===== src/rtl/windowed_power_mean_db_meter_top_macros.svh =====
// ----------------------------------------------------------------------------
// Assertion macros for the dB level meter
// Shared concurrent assertion forms, clocked on clk, disabled in reset.
// ----------------------------------------------------------------------------
`ifndef WINDOWED_POWER_MEAN_DB_METER_TOP_MACROS_SVH
`define WINDOWED_POWER_MEAN_DB_METER_TOP_MACROS_SVH

// same-cycle implication
`define WPM_ASSERT_IMPLY(label, ante, cons, msg) \
    label: assert property (@(posedge clk) disable iff (!rst_n) (ante) |-> (cons)) \
        else $error(msg);

// next-cycle implication
`define WPM_ASSERT_NEXT(label, ante, cons, msg) \
    label: assert property (@(posedge clk) disable iff (!rst_n) (ante) |=> (cons)) \
        else $error(msg);

`endif


===== src/rtl/wpm_pkg.sv =====
// ----------------------------------------------------------------------------
// wpm_pkg
// Types, constants and small tables shared by the level meter modules.
// ----------------------------------------------------------------------------
`timescale 1ns / 1ps

package wpm_pkg;

    localparam int ADC_W  = 10;
    localparam int DB_W   = 16;
    localparam int BARS_W = 6;
    localparam int WIN_W  = 14;
    localparam int CNT_W  = 16;
    localparam int PWR_W  = 64;

    localparam int ADC_BITS_DEF      = 10;
    localparam int DB_FRAC_BITS_DEF  = 8;
    localparam int ACC_FRAC_BITS_DEF = 32;
    localparam int BAR_COUNT_DEF     = 47;

    localparam logic [WIN_W-1:0] WINDOW_MS_RST  = '0;
    localparam logic [ADC_W-1:0] ADC_OFFSET_RST = 10'd744;

    // register indexes
    localparam logic CFG_WINDOW_MS  = 1'b0;
    localparam logic CFG_ADC_OFFSET = 1'b1;

    localparam int DB_SCALE_NUM   = 2000;
    localparam int DB_SCALE_DEN   = 18569;
    localparam int BAR_ZERO_INDEX = 33;

    localparam logic [31:0] LOG2_10_DIV10_Q32 = 32'd1426757253;
    localparam logic [31:0] LN2_Q32           = 32'd2977044472;
    localparam logic [31:0] TEN_LOG10_2_Q28   = 32'd808071242;

    typedef struct packed {
        logic [WIN_W-1:0] window_ms;
        logic [ADC_W-1:0] adc_offset;
    } cfg_regs_t;

    typedef struct packed {
        logic                   valid;
        logic signed [DB_W-1:0] db;
    } db_push_t;

    typedef struct packed {
        logic full;
        logic empty;
    } q_stat_t;

    // mask for the used converter bits
    function automatic logic [ADC_W-1:0] adc_mask(input int bits);
        logic [ADC_W:0] one_hot;
        one_hot = (ADC_W+1)'(1) << ((bits < ADC_W) ? bits : ADC_W);
        return ADC_W'(one_hot - (ADC_W+1)'(1));
    endfunction

    // ceil(2^36 / k): exact floor division by k for 32-bit dividends
    function automatic logic [36:0] recip(input logic [3:0] k);
        logic [36:0] r;
        case (k)
            4'd1:    r = 37'd68719476736;
            4'd2:    r = 37'd34359738368;
            4'd3:    r = 37'd22906492246;
            4'd4:    r = 37'd17179869184;
            4'd5:    r = 37'd13743895348;
            4'd6:    r = 37'd11453246123;
            4'd7:    r = 37'd9817068106;
            4'd8:    r = 37'd8589934592;
            4'd9:    r = 37'd7635497416;
            4'd10:   r = 37'd6871947674;
            4'd11:   r = 37'd6247225158;
            4'd12:   r = 37'd5726623062;
            default: r = '0;
        endcase
        return r;
    endfunction

endpackage


===== src/rtl/wpm_front.sv =====
// ----------------------------------------------------------------------------
// wpm_front
// Takes a sample, scales it to a Q dB level by reciprocal multiply, queues it.
// ----------------------------------------------------------------------------
`timescale 1ns / 1ps

module wpm_front #(
    parameter int ADC_BITS     = wpm_pkg::ADC_BITS_DEF,
    parameter int DB_FRAC_BITS = wpm_pkg::DB_FRAC_BITS_DEF
) (
    input  logic                         clk,
    input  logic                         rst_n,
    input  logic                         in_valid,
    output logic                         in_stall,
    input  logic [wpm_pkg::ADC_W-1:0]    adc_sample,
    input  logic [wpm_pkg::ADC_W-1:0]    adc_offset,
    input  wpm_pkg::q_stat_t             q_stat,
    output wpm_pkg::db_push_t            q_push
);
    import wpm_pkg::*;

    localparam int MAG_W  = ADC_W + 12 + DB_FRAC_BITS;
    localparam int SW     = MAG_W + 1;
    localparam int DB_OFS = (221 * (1 << DB_FRAC_BITS) + 50) / 100;
    // quotient width: the divisor is above 2^14
    localparam int QW     = MAG_W - 14;
    // ceil(2^RS / den) gives exact floor division for MAG_W-bit dividends
    localparam int RS     = MAG_W + 15;
    localparam int RC_W   = RS - 14;
    localparam int PW     = MAG_W + RC_W;
    localparam logic [63:0] RECIP_C =
        ((64'd1 << RS) + 64'(DB_SCALE_DEN) - 64'd1) / 64'(DB_SCALE_DEN);
    localparam logic [ADC_W-1:0] SMP_MASK = adc_mask(ADC_BITS);

    typedef enum logic [1:0] {F_IDLE, F_MUL, F_PUSH} fstate_t;

    fstate_t              state_reg;
    logic [MAG_W-1:0]     dvd_reg;
    logic [QW-1:0]        quo_reg;
    logic                 neg_reg;

    logic [ADC_W-1:0]        smp;
    logic signed [ADC_W:0]   diff;
    logic [ADC_W-1:0]        absd;
    logic [ADC_W+10:0]       scaled;
    logic [MAG_W-1:0]        mag;
    logic [PW-1:0]           prod;
    logic [SW-1:0]           qmag;
    logic signed [SW-1:0]    qs;
    logic signed [SW-1:0]    qsum;
    logic signed [DB_W-1:0]  db_sat;

    assign smp    = adc_sample & SMP_MASK;
    assign diff   = $signed({1'b0, smp}) - $signed({1'b0, adc_offset});
    assign absd   = diff[ADC_W] ? ADC_W'(-diff) : diff[ADC_W-1:0];
    assign scaled = (ADC_W+11)'(absd) * (ADC_W+11)'(DB_SCALE_NUM);
    assign mag    = (MAG_W'(scaled) << DB_FRAC_BITS) + MAG_W'(DB_SCALE_DEN / 2);

    assign prod = PW'(dvd_reg) * PW'(RECIP_C[RC_W-1:0]);

    assign qmag = SW'(quo_reg);
    assign qs   = neg_reg ? -$signed(qmag) : $signed(qmag);
    assign qsum = qs + SW'(DB_OFS);

    always_comb
    begin
        if (qsum > SW'(32767))
            db_sat = 16'sh7FFF;
        else if (qsum < -SW'(32768))
            db_sat = 16'sh8000;
        else
            db_sat = qsum[DB_W-1:0];
    end

    assign in_stall     = (state_reg != F_IDLE);
    assign q_push.valid = (state_reg == F_PUSH) && !q_stat.full;
    assign q_push.db    = db_sat;

    always_ff @(posedge clk or negedge rst_n)
    begin
        if (!rst_n)
        begin
            state_reg <= F_IDLE;
        end
        else
        begin
            case (state_reg)
                F_IDLE:
                begin
                    if (in_valid)
                    begin
                        dvd_reg   <= mag;
                        neg_reg   <= diff[ADC_W];
                        state_reg <= F_MUL;
                    end
                end
                F_MUL:
                begin
                    quo_reg   <= prod[PW-1:RS];
                    state_reg <= F_PUSH;
                end
                F_PUSH:
                begin
                    if (!q_stat.full)
                        state_reg <= F_IDLE;
                end
                default:
                begin
                    state_reg <= F_IDLE;
                end
            endcase
        end
    end

endmodule


===== config.mk =====
export PLATFORM = sky130hd
export DESIGN_NAME = wpm_front
export DESIGN_NICKNAME = d
export VERILOG_FILES = /design/src/rtl/windowed_power_mean_db_meter_top_macros.svh /design/src/rtl/wpm_pkg.sv /design/src/rtl/wpm_front.sv
export SDC_FILE = /design/constraint.sdc
export NUM_CORES = 1
export LEC_CHECK = 0
export BUFFER_PORTS_ARGS = -buffer_cell sky130_fd_sc_hd__buf_2
export CAP_MARGIN = 20
export CORE_MARGIN = 2
export CORE_UTILIZATION = 35
export DETAILED_ROUTE_END_ITERATION = 7
export HOLD_SLACK_MARGIN = 0.06
export MAX_ROUTING_LAYER = met4
export PLACE_DENSITY = 0.57
export RECOVER_POWER = 50
export SYNTH_ARGS = -nofsm -noshare
export SYNTH_HDL_FRONTEND = slang
export SYNTH_SLANG_ARGS = --single-unit
export TNS_END_PERCENT = 20

===== constraint.sdc =====
create_clock -name clk -period 10 [get_ports clk]
set_input_delay 3 -clock clk [delete_from_list [all_inputs] [get_ports clk]]
set_output_delay 3 -clock clk [all_outputs]
set_load 0.1 [all_outputs]

After elaboration in Yosys (flattened, before gate mapping)
Cells that the tools add are included.
Widths: inputs -> output; s select.
Word-level totals
  bits in registers: 49
  output and inout bits: 18
  logic and storage cells: 31
Operators by class
  add/sub/neg operators: 5
  $mul: 2
  magnitude comparators: 2
  equality and inequality tests: 4
  multiplexer cells: 7
  reductions and logical operators: 7
Operators with widths (number)
  $mul 30x31->61 const B: 1
  $mux 16: 2
  $add 31x11->31 const B: 1
  $gt 31x16->1 const B: 1
  $lt 31x16->1 const B: 1
  $mux 31: 1
  $neg 16->31: 1
  $add 29x14->30 const B: 1
  $mul 10x7->17 const B: 1
  $sub 10x10->11: 1
  $mux 10: 1
  $neg 10->10: 1
  $pmux 2 s3: 1
  $mux 2: 2
  $ne 2x2->1 const B: 2
  $reduce_and 2->1: 2
  $reduce_and 3->1: 1
  $eq 2x1->1 const B: 1
  $eq 2x2->1 const B: 1
  $logic_not 2->1: 1
  $reduce_bool 2->1: 1
  $logic_and 1x1->1: 1
  $logic_not 1->1: 1

Logic depth before layout (Yosys ltp)
Gate-level depths: netlist of run 1.
  word-level depth: 6
  gate-level depth with buffers: 31
  mapped depth without buffers: 31

Worst setup path after synthesis of run 1
No wires, ideal clock.
  path type: input to register
  start: input adc_sample[0] (netlist bit)
  end: register dvd_reg[28] (data pin)
  data arrival time: 9.357 ns
  path slack: 0.381 ns
  cell stages on the path: 29
  path buffers: 0
  cells stage by stage: inv_1 > ha_1 > inv_1 > fa_1 > a211oi_1 > o21ai_0 > a31o_2 > a21oi_1 > nor2_1 > nor3_1 > xnor2_1 > inv_1 > fa_1 > inv_1 > fa_1 > inv_1 > fa_1 > fa_1 > inv_1 > ha_1 > o21a_1 > o31a_1 > o311a_1 > nor2_1 > a21oi_1 > o32a_1 > nor4_1 > nand3_1 > xnor2_1
On the way
  word-level cells in the longest chain between the ends: 5
RTL lines
  start, declared: line wpm_front.sv:15  | input logic [wpm_pkg::ADC_W-1:0] adc_sample,
  $sub 10x10->11 *: line wpm_front.sv:54  | assign diff = $signed({1'b0, smp}) - $signed({1'b0, adc_offset});
  $neg 10->10: line wpm_front.sv:55  | assign absd = diff[ADC_W] ? ADC_W'(-diff) : diff[ADC_W-1:0];
  $mux 10 *: line wpm_front.sv:55
  $mul 10x7->17 *: line wpm_front.sv:56  | assign scaled = (ADC_W+11)'(absd) * (ADC_W+11)'(DB_SCALE_NUM);
  $add 29x14->30 *: line wpm_front.sv:57  | assign mag = (MAG_W'(scaled) << DB_FRAC_BITS) + MAG_W'(DB_SCALE_DEN / 2);
  via mag[28]: line wpm_front.sv:46  | logic [MAG_W-1:0] mag;
  end signal, assigned: line wpm_front.sv:92  | dvd_reg <= mag;
  end, declared: line wpm_front.sv:38  | logic [MAG_W-1:0] dvd_reg;
Mark *: on every way through the listed nets, which the timed path passes. The rest lies on a longest branch.
A chain may end at the register's enable or synchronous reset.

Worst setup path after layout of run 1
  start: input adc_sample[0] (netlist bit)
  end: register dvd_reg[28] (data pin)
RTL lines
  $sub 10x10->11: line wpm_front.sv:54
  via diff[10]: line wpm_front.sv:43  | logic signed [ADC_W:0] diff;
  $mux 10: line wpm_front.sv:55
  $mul 10x7->17: line wpm_front.sv:56
  $add 29x14->30: line wpm_front.sv:57
  via mag[28]: line wpm_front.sv:46
The timed path passes the listed nets, and every way through them passes these cells.

==> results of run 1 <==
-- area by class of cell --
class / count / area (um^2)
Clock buffer: 6 / 129
Clock inverter: 2 / 38.8
Fill cell: 4221 / 25900
Inverter: 369 / 1390
Multi-Input combinational cell: 1045 / 12100
Sequential cell: 37 / 1100
Tap cell: 539 / 674
Timing Repair Buffer: 62 / 348
-- per-stage QoR --
stage	util [%]	hold WS (ns)	area (um^2)	cells
2_1_floorplan	-	0.476	14700	1463
3_3_place_gp	37.5	0.515	15600	2051
3_5_place_dp	37.5	0.537	15600	2052
4_1_cts	37.9	0.546	15800	2060
5_1_grt	37.9	0.605	15800	2060
6_report	37.9	0.527	15800	2060
-- kinds of logic (layout without fill, tap and decap cells) --
kind of cell	Yosys count	after routing	share of synthesized area, %
fa+ha+maj	576	576	60.9
buf+inv	381	439	10.0
compound gates	189	189	9.11
simple gates	181	181	6.43
xor+xnor	94	94	5.66
flops	37	37	7.50
mux	5	5	0.349
-- layout by cell type (no fill, tap or decap), types with 7 or more instances in the layout --
cell	n
inv_1	368
ha_1	343
fa_1	232
xnor2_1	64
a21oi_1	46
nor2_1	46
buf_2	38
o21ai_0	37
edfxtp_1	35
nand2_1	31
xor2_1	29
buf_4	18
nor3_1	17
nand3_1	16
a21o_1	13
o21a_1	10
o21ai_2	10
nand2b_1	9
nor2b_1	9
nand4_1	9
or2_2	9
a31oi_1	7
a211oi_1	7
or3_1	7
clkbuf_1	7
-- worst register-to-register path, stage by stage (launching register included) --
cell	delay (ns)
edfxtp_1	0.59
inv_1	0.31
ha_1	0.55
inv_1	0.22
fa_1	0.61
inv_1	0.06
ha_1	0.31
fa_1	0.51
fa_1	0.50
inv_1	0.06
fa_1	0.51
fa_1	0.55
inv_1	0.04
ha_1	0.29
ha_1	0.31
a211o_1	0.28
a211oi_1	0.22
nor2_1	0.08
a2111oi_1	0.29
buf_4	0.23
nor3_1	0.10
nor3_1	0.42
o21ai_0	0.23
a21oi_1	0.21
xnor2_1	0.09
-- layer usage --
layer	part of all wire, %	track usage (%)	vias up
li1	-	-	4886
met1	48	21.7	4843
met2	47	25.9	119
met3	3.5	1.62	17
met4	1.7	2.46	0
met5	0	-	-
-- worst paths after layout --
path / start / to / slack [ns] / depth (start not counted)
setup / recovery: adc_sample[0] / dvd_reg[28] / 0.46 / 33
hold / removal: state_reg[1] / state_reg[1] / 0.53 / 1
setup reg to reg: dvd_reg[12] / quo_reg[15] / 2.19 / 24
hold reg to reg: state_reg[1] / state_reg[1] / 0.53 / 1
max in group asynchronous: rst_n / state_reg[1] / 7.33 / 1
min in group asynchronous: rst_n / state_reg[0] / 2.51 / 1
-- repair_timing --
action                                 4_1_cts  5_1_grt
gates resized for setup                      0        1
endpoints found under the hold margin        0        0
setup endpoints to repair                    0        1
==> results.cfg, run 1 <==
[run_status]
outcome = finished clean

[drt]
vias_per_cell = 4.79
antenna_left = 0
drc = 0
wl_per_cell_um = 15.2
wl_um = 31400
first_iter_violations = 343
dr.pass1.iters = 4
routed-via-count = 9865

[critical_path]
end_kind = flop
crit_required_ns = 10.03
arrival_ns = 9.57
worstSetupPathType = in -> reg
worst_path_largest_cell_delay_ns = 0.53
cp_common_cell = inv_1
path_delay_family = adder cells
crit_buf_inv = 9
crit_fanout = 7
cp_slowest_cell = fa_1
start_kind = input port

[floorplanning]
chipWidth_um = 209
core-area_um2 = 41700
die_h_um = 209
die_area_um2 = 43600
initial_core_util_pct = 35.2
row_count = 75
io_pins = 43

[synth]
async_reset_ff_share_pct = 5.41
yosysWarnings = 0
ys.flop_type = edfxtp_1
netlist_area_um2 = 14700
synth_nets = 2063
synth_top_area_share_pct = 31.6
synth_most_common_cell = inv_1
netlist_instances = 1463
yosysSeqAreaShare_pct = 7.50
synthTopCellsByArea = fa_1, ha_1, inv_1, edfxtp_1, xnor2_1
avgSynthCellArea_um2 = 10.0
yosys.area.top_type = fa_1
synth_edf_count = 35
ys_types = 73
yosys-top-cells-count = inv_1, ha_1, fa_1
ys_seq_elements = 37

[layout]
largest_register_ffs = 18
n_antenna_cell = 0
synthToLayoutAreaGrowth_pct = 7.52
drive_gt1_share_pct = 6.71
finalNetCount = 2120

[clock_network]
htree_levels = 2
cts_buffers = 5
clk_path_buf_depth = 2
clk_pin_slew_ns = 0.06
cts_tree = built
cts_sinks = 37
insertion_delay_ns = 0.28
postCtsHoldBufs = 0
post_cts_buffers = 0
ctsRootBufferMaster = clkbuf_16

[placement]
routabilityCongestion = 0.912
pre_cts_slack_ns = 0.0559
io_buffers = 41
hpwl_um = 28400

[timing]
worst_slack_ns = 0.456
period_minus_slack_ns = 9.54
relSlewSlack_pct = 22.3
fmax_ghz = 0.105
fin_skew_ns = 0.00901
rsz0062_at_grt = false
setup_tns_ns = 0
finalMaxSlewViolations = 0
worstMarginPinSlew_ns = 1.16
setup_viol = 0
hold_violations = 0
fin_crit_sh_pct = 95.4

[job]
cap_violations = 0

[global_routing]
grt_pass1_wl_um = 53600
grt_use_total_pct = 15.8
gr-total-overflow = 0
antenna_found_initial = 0
grt_start_max_net_pins = 22
grt_pass1_vias = 10474

[hold_path]
hp-class = reg -> reg
Power of run 1 is not shown: default switching activity piles up to over one toggle a cycle in this logic, so the estimate is an artifact.
==> run 2, diff against run 1 <==
Settings changed: RECOVER_POWER 50 to 100.
==> results.cfg, run 2 (synthesis results as in run 1) <==
[timing]
fin_skew_ns = 0.00882
hold_violations = 0
rsz0062_at_grt = false
setup_viol = 0
fmax_ghz = 0.104
worstMarginPinSlew_ns = 1.50
period_minus_slack_ns = 9.58
relSlewSlack_pct = 0.0275
setup_tns_ns = 0
finalMaxSlewViolations = 0
fin_crit_sh_pct = 95.8

[run_status]
violations = capacitance limit
outcome = complete, but fails checks

[floorplanning]
row_count = 75
io_pins = 43
core-area_um2 = 41700
die_area_um2 = 43600
die_h_um = 209
initial_core_util_pct = 35.2
chipWidth_um = 209

[clock_network]
cts_tree = built
post_cts_buffers = 0
insertion_delay_ns = 0.28
clk_path_buf_depth = 2
ctsResizeCount = 0
clk_pin_slew_ns = 0.06
cts_buffers = 5
ctsRootBufferMaster = clkbuf_16
cts_sinks = 37
htree_levels = 2
postCtsHoldBufs = 0

[critical_path]
cp_slowest_cell = fa_1
start_kind = input port
worst_path_largest_cell_delay_ns = 0.53
crit_required_ns = 10.03
worstSetupPathType = in -> reg
crit_fanout = 7
end_kind = flop
crit_buf_inv = 9
path_delay_family = adder cells
cp_common_cell = inv_1
arrival_ns = 9.61

[drt]
wl_per_cell_um = 15.2
antenna_left = 0
dr.pass1.iters = 4
first_iter_violations = 361
vias_per_cell = 4.79
wl_um = 31300
routed-via-count = 9861
drc = 0

[global_routing]
grt_pass1_wl_um = 53600
grt_start_max_net_pins = 22
grt_use_total_pct = 15.8
antenna_found_initial = 0
grt_pass1_vias = 10474
gr-total-overflow = 0

[layout]
largest_register_ffs = 18
final_common_cell = inv_1
fillerInstances = 4224
drive_gt1_share_pct = 5.33
synthToLayoutAreaGrowth_pct = 7.23
n_antenna_cell = 0
finalNetCount = 2120
layout_common_cells = inv_1, ha_1, fa_1

[placement]
hpwl_um = 28400
io_buffers = 41
routabilityCongestion = 0.912

[hold_path]
hp-class = reg -> reg

[job]
cap_violations = 1
-- run 2: layout make-up --
class                           instances  area, um^2  share of cell area [%]
Clock buffer                            6         129                   0.819
Clock inverter                          2        38.8                   0.246
Inverter                              369        1390                    8.80
Multi-Input combinational cell       1045       12100                    76.9
Sequential cell                        37        1100                    6.99
Tap cell                              539         674                    4.28
Timing Repair Buffer                   62         310                    1.97
-- run 2: through the flow --
step	cells	util [%]	area [um^2]	hold WS [ns]	setup WS, ns
after global routing	2060	37.8	15700	0.605	0.0269
after detailed placement	2052	37.5	15600	0.537	0.0559
after global placement	2051	37.5	15600	0.515	0.0850
after CTS	2060	37.9	15800	0.546	0.331
after floorplan	1463	-	14700	0.476	0.381
final	2060	37.8	15700	0.527	0.422
-- run 2: path summary, 6_finish.rpt --
check	start	end	slack, ns	cells past startpoint
setup / recovery	adc_sample[0]	dvd_reg[28]	0.42	33
hold / removal	state_reg[1]	state_reg[1]	0.53	1
setup reg to reg	dvd_reg[12]	quo_reg[15]	1.94	24
hold reg to reg	state_reg[1]	state_reg[1]	0.53	1
max in group asynchronous	rst_n	state_reg[1]	7.33	1
min in group asynchronous	rst_n	state_reg[0]	2.51	1
-- run 2: per-layer routing --
metal	up-vias	part of all wire, %	track usage, %
li1	4887	-	-
met1	4820	47	21.7
met2	137	47	25.9
met3	17	3.7	1.62
met4	0	1.7	2.46
met5	-	0	-
Power of run 2 is left out for the same reason.
