`config.mk`:
```
export PLATFORM = sky130hd
export DESIGN_NAME = wpm_queue
export DESIGN_NICKNAME = d
export VERILOG_FILES = /design/src/rtl/windowed_power_mean_db_meter_top_macros.svh /design/src/rtl/wpm_pkg.sv /design/src/rtl/wpm_queue.sv
export SDC_FILE = /design/constraint.sdc
export NUM_CORES = 1
export LEC_CHECK = 0
export ABC_CLOCK_PERIOD_IN_PS = 3600
export BUFFER_PORTS_ARGS = -buffer_cell sky130_fd_sc_hd__buf_2
export CORE_AREA = 2 2 54 56
export CTS_CLUSTER_DIAMETER = 100
export DETAILED_ROUTE_END_ITERATION = 12
export DIE_AREA = 0 0 56 58
export PLACE_DENSITY = 0.82
export SKIP_LAST_GASP = 1
export SYNTH_ARGS = -nofsm -noshare
export SYNTH_HDL_FRONTEND = slang
export SYNTH_SLANG_ARGS = --single-unit
```
`constraint.sdc`:
```
create_clock -name clk -period 3.6 [get_ports clk]
set_input_delay 0.18 -clock clk [delete_from_list [all_inputs] [get_ports clk]]
set_output_delay 0.18 -clock clk [all_outputs]
set_load 0.005 [all_outputs]
```
`src/rtl/windowed_power_mean_db_meter_top_macros.svh`:
```
// ----------------------------------------------------------------------------
// Assertion macros for the dB level meter
// Shared concurrent assertion forms, clocked on clk, disabled in reset.
// ----------------------------------------------------------------------------
`ifndef WINDOWED_POWER_MEAN_DB_METER_TOP_MACROS_SVH
`define WINDOWED_POWER_MEAN_DB_METER_TOP_MACROS_SVH

// same-cycle implication
`define WPM_ASSERT_IMPLY(label, ante, cons, msg) \
    label: assert property (@(posedge clk) disable iff (!rst_n) (ante) |-> (cons)) \
        else $error(msg);

// next-cycle implication
`define WPM_ASSERT_NEXT(label, ante, cons, msg) \
    label: assert property (@(posedge clk) disable iff (!rst_n) (ante) |=> (cons)) \
        else $error(msg);

`endif

```
`src/rtl/wpm_pkg.sv`:
```
// ----------------------------------------------------------------------------
// wpm_pkg
// Types, constants and small tables shared by the level meter modules.
// ----------------------------------------------------------------------------
`timescale 1ns / 1ps

package wpm_pkg;

    localparam int ADC_W  = 10;
    localparam int DB_W   = 16;
    localparam int BARS_W = 6;
    localparam int WIN_W  = 14;
    localparam int CNT_W  = 16;
    localparam int PWR_W  = 64;

    localparam int ADC_BITS_DEF      = 10;
    localparam int DB_FRAC_BITS_DEF  = 8;
    localparam int ACC_FRAC_BITS_DEF = 32;
    localparam int BAR_COUNT_DEF     = 47;

    localparam logic [WIN_W-1:0] WINDOW_MS_RST  = '0;
    localparam logic [ADC_W-1:0] ADC_OFFSET_RST = 10'd744;

    // register indexes
    localparam logic CFG_WINDOW_MS  = 1'b0;
    localparam logic CFG_ADC_OFFSET = 1'b1;

    localparam int DB_SCALE_NUM   = 2000;
    localparam int DB_SCALE_DEN   = 18569;
    localparam int BAR_ZERO_INDEX = 33;

    localparam logic [31:0] LOG2_10_DIV10_Q32 = 32'd1426757253;
    localparam logic [31:0] LN2_Q32           = 32'd2977044472;
    localparam logic [31:0] TEN_LOG10_2_Q28   = 32'd808071242;

    typedef struct packed {
        logic [WIN_W-1:0] window_ms;
        logic [ADC_W-1:0] adc_offset;
    } cfg_regs_t;

    typedef struct packed {
        logic                   valid;
        logic signed [DB_W-1:0] db;
    } db_push_t;

    typedef struct packed {
        logic full;
        logic empty;
    } q_stat_t;

    // mask for the used converter bits
    function automatic logic [ADC_W-1:0] adc_mask(input int bits);
        logic [ADC_W:0] one_hot;
        one_hot = (ADC_W+1)'(1) << ((bits < ADC_W) ? bits : ADC_W);
        return ADC_W'(one_hot - (ADC_W+1)'(1));
    endfunction

    // ceil(2^36 / k): exact floor division by k for 32-bit dividends
    function automatic logic [36:0] recip(input logic [3:0] k);
        logic [36:0] r;
        case (k)
            4'd1:    r = 37'd68719476736;
            4'd2:    r = 37'd34359738368;
            4'd3:    r = 37'd22906492246;
            4'd4:    r = 37'd17179869184;
            4'd5:    r = 37'd13743895348;
            4'd6:    r = 37'd11453246123;
            4'd7:    r = 37'd9817068106;
            4'd8:    r = 37'd8589934592;
            4'd9:    r = 37'd7635497416;
            4'd10:   r = 37'd6871947674;
            4'd11:   r = 37'd6247225158;
            4'd12:   r = 37'd5726623062;
            default: r = '0;
        endcase
        return r;
    endfunction

endpackage

```
`src/rtl/wpm_queue.sv`:
```
// ----------------------------------------------------------------------------
// wpm_queue
// Two-entry queue of sample levels between the front and the back end.
// ----------------------------------------------------------------------------
`timescale 1ns / 1ps

module wpm_queue (
    input  logic                            clk,
    input  logic                            rst_n,
    input  wpm_pkg::db_push_t               q_push,
    input  logic                            q_pop,
    output logic signed [wpm_pkg::DB_W-1:0] q_data,
    output wpm_pkg::q_stat_t                q_stat
);
    import wpm_pkg::*;

    logic signed [DB_W-1:0] mem [2];
    logic                   wr_ptr_reg;
    logic                   rd_ptr_reg;
    logic [1:0]             fill_reg;

    assign q_stat.full  = (fill_reg == 2'd2);
    assign q_stat.empty = (fill_reg == 2'd0);
    assign q_data       = mem[rd_ptr_reg];

    always_ff @(posedge clk)
    begin
        if (q_push.valid)
            mem[wr_ptr_reg] <= q_push.db;
    end

    always_ff @(posedge clk or negedge rst_n)
    begin
        if (!rst_n)
        begin
            wr_ptr_reg <= 1'b0;
            rd_ptr_reg <= 1'b0;
            fill_reg   <= '0;
        end
        else
        begin
            if (q_push.valid)
                wr_ptr_reg <= ~wr_ptr_reg;
            if (q_pop)
                rd_ptr_reg <= ~rd_ptr_reg;
            case ({q_push.valid, q_pop})
                2'b10:   fill_reg <= fill_reg + 1'b1;
                2'b01:   fill_reg <= fill_reg - 1'b1;
                default: fill_reg <= fill_reg;
            endcase
        end
    end

endmodule

```
Word level (Yosys, flattened, before mapping) --
Memory sizes are Yosys's and may differ from the RTL's. Index checks and enable logic that the tools add are counted.
Storage, ports and cells: bits in registers 4, bits in writable memories 32, input port bits 20, output and inout port bits 18, logic and storage cells 16, memories kept 1
Cells by class: $add $sub $neg 2, equality and inequality tests 3, mux-type cells 3, bitwise gates (word level) 2, reduce and logical (&&, ||, !) cells 2
Memory list:
- mem | words 2, width 16, read ports 1, clocked after memory_dff 0, write ports 1, RTL line wpm_queue.sv:17 | logic signed [DB_W-1:0] mem [2];
Operators by type and width (count):
- 2-bit equality test, second input constant | 2
- 2-bit case mux with 2 select lines | 1
- 2-bit by 1-bit adder with 2-bit output, second input constant | 1
- 2-bit by 1-bit equality test with 1-bit output, second input constant | 1
- 2-bit logical NOT | 1
- 1-bit two-way mux | 2
- 1-bit inverter | 2
- 2-bit nonzero test | 1
- 2-bit by 1-bit subtractor with 2-bit output, second input constant | 1

Logic depth before layout (Yosys ltp) --
Gate-level depths: netlist of the first run.
word-level depth 2, depth in mapped cells 5, mapped depth without buffers 5

Worst setup path after synthesis of the first run --
OpenSTA, ideal clock, no wires.
kind flip-flop to flip-flop, from register wr_ptr_reg, to memory mem[0][0], enable pin, arrival 1098 ps, data required time 3211 ps, slack 2113 ps, cell stages (with the launch flop) 2, buffers on the path 0, clock period less this slack 1487 ps, cells stage by stage dfrtp_1 nor2_1
RTL lines:
- start: declaration | RTL line wpm_queue.sv:18 | logic wr_ptr_reg;
- start signal: assignment | RTL line wpm_queue.sv:43 | wr_ptr_reg <= ~wr_ptr_reg;
- end: declaration | RTL line wpm_queue.sv:17
Straight into the memory's write port.

Worst setup path in the final report of the first run --
from register rd_ptr_reg, to output q_data[15] in the netlist's numbering
Between the ends: cells in the longest elaborated chain, start to end 1
RTL lines:
- start: declaration | RTL line wpm_queue.sv:19 | logic rd_ptr_reg;
- start signal: assignment | RTL line wpm_queue.sv:45 | rd_ptr_reg <= ~rd_ptr_reg;
- memory read 2 x 16 bit
- end: declaration | RTL line wpm_queue.sv:12 | output logic signed [wpm_pkg::DB_W-1:0] q_data,
No other way between the ends.

==> out/results.txt, run 1 <==
unrepaired setup endpoints after global routing = no
DRT Pass-1 Iters = 2
gp weighted congestion = 0.663
largest net degree at the start of global routing = 18
Netlist cell types = 13
Antenna Cells = 0
met2 Usage GRT = 24.4%
Antenna Violating Nets Remaining = 0
total CTS buffers = 5
Worst Path Max Fanout = 17
min-delay worst type = in -> reg
Clk network pwr share = 21.8%
clock sink count = 36
antenna violations before repair = 0
Final Skew = 0.00981 ns
most used cells in the layout excluding fill and tap cells = buf_2, edfxtp_1, mux2_4
Sw Pwr = 313 uW
CTS H-tree lvls = 2
fin nets = 131
Reg clk slew, reported paths = 0.11 ns
max reg flops = 32
P_leak = 0.691 nW
wirelength, routed = 1980 microns
# resized after CTS = 0
hold slack = 0.0270 ns
Final Hold Fails = 0
Post-Syn Area = 1390 sq um
vias in the first global route = 689
Hold Buf Count CTS = 1
synthesized flop and latch total = 36
Die Width = 56 microns
Seq/Total Area, Yosys = 76.3%
reg-to-reg startpoint = wr_ptr_reg
Overall Global Routing Usage = 14.3%
HPWL Detailed = 1380 microns
hold_sp = q_push[6]
Mapped Cells = 66
grt ovf = 0
IR drop worst, VDD = 0.516 mV
Core ar. = 2660 sq um
Comb power frac = 25.9%
Tmin final = 1.96 ns
WL/cell = 13.9 microns
Worst setup startpoint = rd_ptr_reg
CP Capture Type = output pin
io pins = 38
crit path launch type = flip-flop
Slew HR = 43.9%
Slew Limit Fails = 0
Starting Density = 52.3%
commonest non-fill, non-tap cell in the layout = buf_2
switching fraction of total power = 25.7%
period utilisation layout = 54.5%
Vias = 689
vias per cell = 4.85
filler cell count = 217
Synth Area per Inst = 21.1 sq um
row count = 19
clock insertion delay at the later pin of the skew report = 0.33 ns
Area growth syn-to-layout = 20.6%
clk buf depth = 2
internal power = 907 uW
critical path arrival = 1.78 ns
outcome = finished clean
grt met1 use = 14.3%
fmax = 509 MHz
crit path kind = reg -> out
max_cap viols = 0
Cell Pwr Density = 727 nW/um^2
Flop pwr share = 52.3%
met3 usage = 6.92%
layer with the highest usage = met2
Tot Pwr = 1.22 mW
ratio of cells with drive above 1 in the final layout = 55.0%
Worst EP required = 3.42 ns
drt first-iter violations = 14
drt drc = 0
syn_nets = 87
Setup Fix Bufs, Post-CTS = 0
die span in y = 58 microns
Worst-Margin Slew = 0.841 ns
first-pass GRT wire length = 3180 microns
Synth warnings = 0
I/O Buffers = 37
Final TNS setup = 0 ns
Root Driver = clkbuf_4
CTS tree = built
floorplan die area = 3250 sq um
Finish-stage setup viols = 0
cell type report:
type / count / area [sq um] / area share [%]
Multi-Input combinational cell: 27 / 295 / 17.6
Timing Repair Buffer: 39 / 203 / 12.1
Clock inverter: 2 / 35.0 / 2.09
Sequential cell: 36 / 1060 / 63.2
Clock buffer: 6 / 41.3 / 2.46
Inverter: 1 / 3.75 / 0.224
Tap cell: 31 / 38.8 / 2.31
logic make-up after synthesis:
kind of cell / after synthesis / synth area share [%]
flip-flops: 36 / 76.3
XOR/XNOR: 5 / 3.15
buffers and inverters: 3 / 2.52
AND/OR/NAND/NOR: 5 / 1.80
multiplexers: 16 / 15.4
adder cells (fa/ha/maj): 1 / 0.899
critical path: stages (launching register included):
cell and delay (ns):
dfrtp_1 0.91, mux2_2 0.41, buf_2 0.12
metal layers:
metal	up-vias	share of wire, %
met5	-	0
met4	0	2.9
met3	7	5.9
met2	19	56
met1	327	36
li1	336	-
power by group through the flow:
stage               clock network (mW)  registers (mW)  logic, mW
floorplan                            0           0.596      0.272
global placement                     0           0.639      0.315
detailed placement                   0           0.650      0.321
CTS                              0.276           0.643      0.325
global route                     0.292           0.652      0.347
finish                           0.266           0.638      0.316
metrics by stage:
step | std cells | worst slack [ns] | util, % | area [sq um]
floorplan | 66 | 2.11 | - | 1390
global placement | 133 | 2.02 | 59.8 | 1590
detailed placement | 133 | 1.98 | 59.8 | 1590
CTS | 142 | 1.58 | 63.0 | 1680
global route | 142 | 1.51 | 63.0 | 1680
finish | 142 | 1.64 | 63.0 | 1680
Yosys cell counts:
| cell | number | area (sq um) |
|---|---|---|
| and2_1 | 1 | 6.26 |
| and2b_1 | 1 | 7.51 |
| buf_12 | 1 | 20.0 |
| buf_6 | 1 | 11.3 |
| dfrtp_1 | 4 | 100 |
| edfxtp_1 | 32 | 961 |
| ha_1 | 1 | 12.5 |
| inv_1 | 1 | 3.75 |
| mux2_2 | 7 | 78.8 |
| mux2_4 | 9 | 135 |
| nor2_1 | 3 | 11.3 |
| xnor2_1 | 2 | 17.5 |
| xor2_1 | 3 | 26.3 |
final timing paths:
path                                to  slack (ns)  cells past startpoint
max                         q_data[15]        1.64                      2
min                          mem[1][6]        0.03                      1
max reg2reg                 mem[1][10]        2.21                      1
min reg2reg                 wr_ptr_reg        0.51                      1
max in group asynchronous   wr_ptr_reg        3.31                      2
min in group asynchronous  fill_reg[0]        0.16                      2
(Power assumes the default switching activity.)
==> run 2: changes to the inputs <==
- ABC_CLOCK_PERIOD_IN_PS: 3600 -> 2000
- CORE_AREA: 2 2 54 56 -> 2 2 56 58
- DIE_AREA: 0 0 56 58 -> 0 0 58 60
- PLACE_DENSITY: 0.82 -> 0.77
- clock period: 3.6 -> 2 ns (I/O delays scaled with it)
==> run 2 against run 1 <==
  * Sequential power up 71%
  * Sequential share of layout area decreased by 6.1 points
  * Worst hold slack improved by 0.058 ns
  * Cell count increased by 15%
  * Highest routed layer unchanged
  * Die area rose by 7.1%
  * Largest power group unchanged
  * Global-route usage up 0.38 points
  * Combinational power increased by 110%
  * Design area is 11% higher
  * Non-clock buffer count is 20 higher
  * Register-to-register slack got worse by 1.6 ns
==> out/results.txt, run 2 (same netlist as run 1, synthesis figures left out) <==
outcome = finished clean
Final TNS setup = 0 ns (unchanged)
Die Width = 58 microns (+3.6%)
most used cells in the layout excluding fill and tap cells = buf_2, edfxtp_1, dlygate4sd3_1
wirelength, routed = 2300 microns (+16%)
crit path kind = reg -> out
filler cell count = 221 (+1.8%)
total CTS buffers = 5 (unchanged)
HPWL Detailed = 1500 microns (+8.6%)
max_cap viols = 0 (unchanged)
largest net degree at the start of global routing = 17 (-1)
P_leak = 0.767 nW (+11%)
unrepaired setup endpoints after global routing = no
die span in y = 60 microns (+3.4%)
CTS tree = built
io pins = 38 (unchanged)
Reg clk slew, reported paths = 0.09 ns (-0.02 ns)
Final WS setup = 0.275 ns (-1.36 ns)
row count = 20 (+1)
CP Capture Type = output pin
IR drop worst, VDD = 0.698 mV (+35%)
Area growth syn-to-layout = 33.5%
Cell Pwr Density = 1160 nW/um^2 (+60%)
commonest non-fill, non-tap cell in the layout = buf_2
I/O Buffers = 37 (unchanged)
drt drc = 0 (unchanged)
Finish-stage setup viols = 0 (unchanged)
CTS H-tree lvls = 2 (unchanged)
reg-to-reg slack, setup = 0.60 ns (-1.61 ns)
Setup crit end = q_data[2]
R2R depth = 1 (unchanged)
Root Driver = clkbuf_4
min-delay worst type = in -> async
Worst-Margin Slew = 0.773 ns (-0.0678 ns)
Slew Limit Fails = 0 (unchanged)
antenna violations before repair = 0 (unchanged)
Vias = 753 (+9.3%)
max reg flops = 32 (unchanged)
reg-to-reg startpoint = wr_ptr_reg
gp weighted congestion = 0.636 (-4.0%)
Slew HR = 48.5% (+4.5 points)
final core utilization = 64.0% (+0.99 points)
Tmin final = 1.72 ns
floorplan die area = 3480 sq um (+7.1%)
Antenna Violating Nets Remaining = 0 (unchanged)
Final Skew = 0.00416 ns (-0.00566 ns)
fmax = 580 MHz
period utilisation layout = 86.2%
# resized after CTS = 0 (unchanged)
Starting Density = 47.9% (-4.3 points)
Worst Path Max Fanout = 11 (-6)
first-pass GRT wire length = 3410 microns (+7.2%)
clock insertion delay at the later pin of the skew report = 0.33 ns (about the same)
grt ovf = 0 (unchanged)
Worst EP required = 1.90 ns (-1.52 ns)
crit path launch type = flip-flop
ratio of cells with drive above 1 in the final layout = 47.3% (-7.6 points)
FF-to-FF End = mem[1][13]
Final Hold Fails = 0 (unchanged)
Core ar. = 2900 sq um (+9.0%)
vias per cell = 4.59 (-5.4%)
drt first-iter violations = 7 (-7)
vias in the first global route = 788 (+14%)
clk buf depth = 2 (unchanged)
DRT Pass-1 Iters = 4 (+2)
critical path arrival = 1.62 ns (-0.16 ns)
Overall Global Routing Usage = 14.7% (+0.38 points)
DP Worst Slack = 0.598 ns (-1.38 ns)
clock sink count = 36 (unchanged)
Worst setup startpoint = rd_ptr_reg
WL/cell = 14.0 microns (+0.45%)
fin nets = 151 (+15%)
Antenna Cells = 0 (unchanged)
run 2: area by class of cell:
type	count	area [sq um]	area share [%]
Clock buffer	8	58.8	3.16
Inverter	1	3.75	0.202
Multi-Input combinational cell	27	295	15.9
Sequential cell	36	1060	57.1
Tap cell	33	41.3	2.22
Timing Repair Buffer	59	398	21.4
run 2: timing repair:
item,in CTS,in global routing
endpoints found under the hold margin,38,0
setup buffers,0,0
hold buffers,19,0
run 2: worst min-delay path by stage:
stage	endpoint	slack (ns)	cells after the start
global placement	fill_reg[1]	-0.09	1
floorplan	fill_reg[0]	-0.20	0
CTS	fill_reg[1]	0.08	2
detailed placement	wr_ptr_reg	-0.09	1
finish	wr_ptr_reg	0.09	2
global route	wr_ptr_reg	0.07	2
run 2: metal layers:
layer,part of all wire [%],global-route usage (%),vias up
li1,-,-,373
met1,40,15.2,352
met2,52,24.5,25
met3,6.5,7.79,3
met4,1.3,6.98,0
met5,0,0,-
run 2: critical path: stages (launching register included):
cell	delay, ns
dfrtp_1	0.50
buf_4	0.30
mux2_2	0.37
buf_2	0.13
run 2: metrics by stage:
step	power [mW]	hold slack, ns	std cells	area, sq um
after floorplan	1.56	-0.196	66	1390
after global placement	1.74	-0.0870	137	1610
after detailed placement	1.77	-0.0867	137	1610
after CTS	2.19	0.0805	164	1860
after global routing	2.29	0.0677	164	1860
final	2.16	0.0851	164	1860
run 2: power breakdown:
group / total (mW) / leakage, nW / internal (mW) / switching [mW]
registers: 1.09 / 0.347 / 1.01 / 0.0836
clock network: 0.389 / 0.0326 / 0.173 / 0.215
logic: 0.677 / 0.387 / 0.399 / 0.278
==> run 3: changes to the inputs <==
- CORE_AREA: 2 2 56 58 -> 2 2 55 57
- CTS_BUF_LIST: not set -> sky130_fd_sc_hd__clkbuf_8
- DIE_AREA: 0 0 58 60 -> 0 0 57 59
- PLACE_DENSITY: 0.77 -> 0.79
==> run 3 against run 2 <==
  * Global-route usage down 0.22 points
  * Register-to-register slack improved by 0.09 ns
  * Sequential power is essentially flat
  * Setup slack better by 0.18 ns
  * Largest cell class unchanged
==> out/results.txt, run 3 (same netlist as run 1, synthesis figures left out) <==
Worst EP required = 1.90 ns (about the same)
Worst Path Max Fanout = 16 (+5)
crit path launch type = flip-flop
commonest non-fill, non-tap cell in the layout = buf_2
Core ar. = 2710 sq um (-6.6%)
CP max stage cell = dfrtp_1
Worst Hold Path EP = mem[1][14]
Cell Pwr Density = 1260 nW/um^2 (+8.8%)
floorplan die area = 3360 sq um (-3.4%)
clk buf depth = 2 (unchanged)
IR drop worst, VDD = 0.877 mV (+26%)
Final Hold Fails = 0 (unchanged)
max incr delay on CP = 0.37 ns (-0.13 ns)
row count = 19 (-5.0%)
Antenna Violating Nets Remaining = 0 (unchanged)
Antenna Cells = 0 (unchanged)
Root Driver = clkbuf_8
fin nets = 141 (-6.6%)
max_cap viols = 0 (unchanged)
period utilisation layout = 77.1% (-9.1 points)
placed inst area = 1610 sq um (+0.31%)
grt ovf = 0 (unchanged)
hold_sp = q_push[14]
crit path buf inv count = 2 (unchanged)
drt drc = 0 (unchanged)
ratio of cells with drive above 1 in the final layout = 52.1% (+4.7 points)
hold path cells = 1
I/O Buffers = 37 (unchanged)
DRT Pass-1 Iters = 4 (unchanged)
Crit path max-delay family = buffers and inverters
Vias = 729 (-3.2%)
DP Worst Slack = 0.691 ns (+0.0926 ns)
Slew Limit Fails = 0 (unchanged)
wirelength, routed = 2180 microns (-5.1%)
max reg flops = 32 (unchanged)
WL/cell = 14.3 microns (+2.4%)
vias per cell = 4.80 (+4.5%)
FF-to-FF End = mem[1][4]
fmax = 648 MHz (+12%)
clock insertion delay at the later pin of the skew report = 0.28 ns (-0.05 ns)
reg-to-reg slack, setup = 0.69 ns (+0.09 ns)
Final WS setup = 0.457 ns (+0.182 ns)
antenna violations before repair = 0 (unchanged)
most used cells in the layout excluding fill and tap cells = buf_2, edfxtp_1, mux2_4
drt first-iter violations = 35 (+28)
HPWL Detailed = 1510 microns (+0.30%)
CTS H-tree lvls = 2 (unchanged)
P_leak = 0.744 nW (-3.0%)
min-delay worst type = in -> reg
Final Skew = 0.00514 ns (+0.000981 ns)
gp weighted congestion = 0.659 (+3.7%)
clock sink count = 36 (unchanged)
Setup Fix Bufs, Post-CTS = 0 (unchanged)
Final Cell Area = 1780 sq um (-4.0%)
Tmin final = 1.54 ns (-0.182 ns)
critical path arrival = 1.44 ns (-0.18 ns)
io pins = 38 (unchanged)
die span in y = 59 microns (-1.7%)
Area growth syn-to-layout = 28.2%
R2R depth = 2 (+1)
reg-to-reg startpoint = wr_ptr_reg
vias in the first global route = 717 (-9.0%)
Overall Global Routing Usage = 14.4% (-0.22 points)
outcome = finished clean
total CTS buffers = 5 (unchanged)
crit path kind = reg -> out
Worst-Margin Slew = 0.404 ns (-0.369 ns)
crit-path cells = buf_4, mux2_2, buf_2
Slew HR = 73.1% (+25 points)
CTS tree = built
unrepaired setup endpoints after global routing = no
Finish-stage setup viols = 0 (unchanged)
largest net degree at the start of global routing = 17 (unchanged)
Starting Density = 51.3% (+3.4 points)
Die Width = 57 microns (-1.7%)
first-pass GRT wire length = 3350 microns (-1.8%)
Final TNS setup = 0 ns (unchanged)
Reg clk slew, reported paths = 0.06 ns (-0.03 ns)
CP Capture Type = output pin
Worst setup startpoint = rd_ptr_reg
-- run 3: how the worst max path moves through the flow --
| stage | depth (start not counted) | slack, ns | to |
|---|---|---|---|
| after floorplan | 1 | 0.51 | mem[0][0] |
| after global placement | 2 | 0.74 | mem[1][5] |
| after detailed placement | 2 | 0.69 | mem[1][10] |
| after CTS | 3 | 0.43 | q_data[1] |
| after global routing | 3 | 0.37 | q_data[1] |
| final | 3 | 0.46 | q_data[1] |
-- run 3: area by class of cell --
type | count | area (sq um)
Inverter | 1 | 3.75
Fill cell | 194 | 926
Clock inverter | 2 | 7.51
Timing Repair Buffer | 49 | 295
Multi-Input combinational cell | 27 | 295
Tap cell | 31 | 38.8
Sequential cell | 36 | 1060
Clock buffer | 6 | 82.6
-- run 3: stage by stage --
step	utilization (%)	power, mW	hold WS, ns	cells
4_1_cts	64.4	2.28	0.000975	148
2_1_floorplan	-	1.56	-0.196	66
3_3_place_gp	59.6	1.75	-0.0926	136
6_report	65.8	2.26	0.00897	152
5_1_grt	65.8	2.38	0.000663	152
3_5_place_dp	59.6	1.78	-0.0878	136
-- run 3: report_power, final --
part | internal [mW] | switching [mW]
clock | 0.270 | 0.224
sequential | 1.01 | 0.0681
combinational | 0.393 | 0.290
total | 1.67 | 0.582
-- run 3: metal layers --
metal	vias up	GRT usage (%)	wire, microns
met5	-	0	0
met4	0	5.98	33
met1	345	15.3	877
met2	25	23.5	1090
li1	354	-	-
met3	5	8.73	174
-- run 3: repair_timing --
action,CTS,global route
hold buffers,4,4
hold endpoints to repair,10,6
resized for setup,0,0
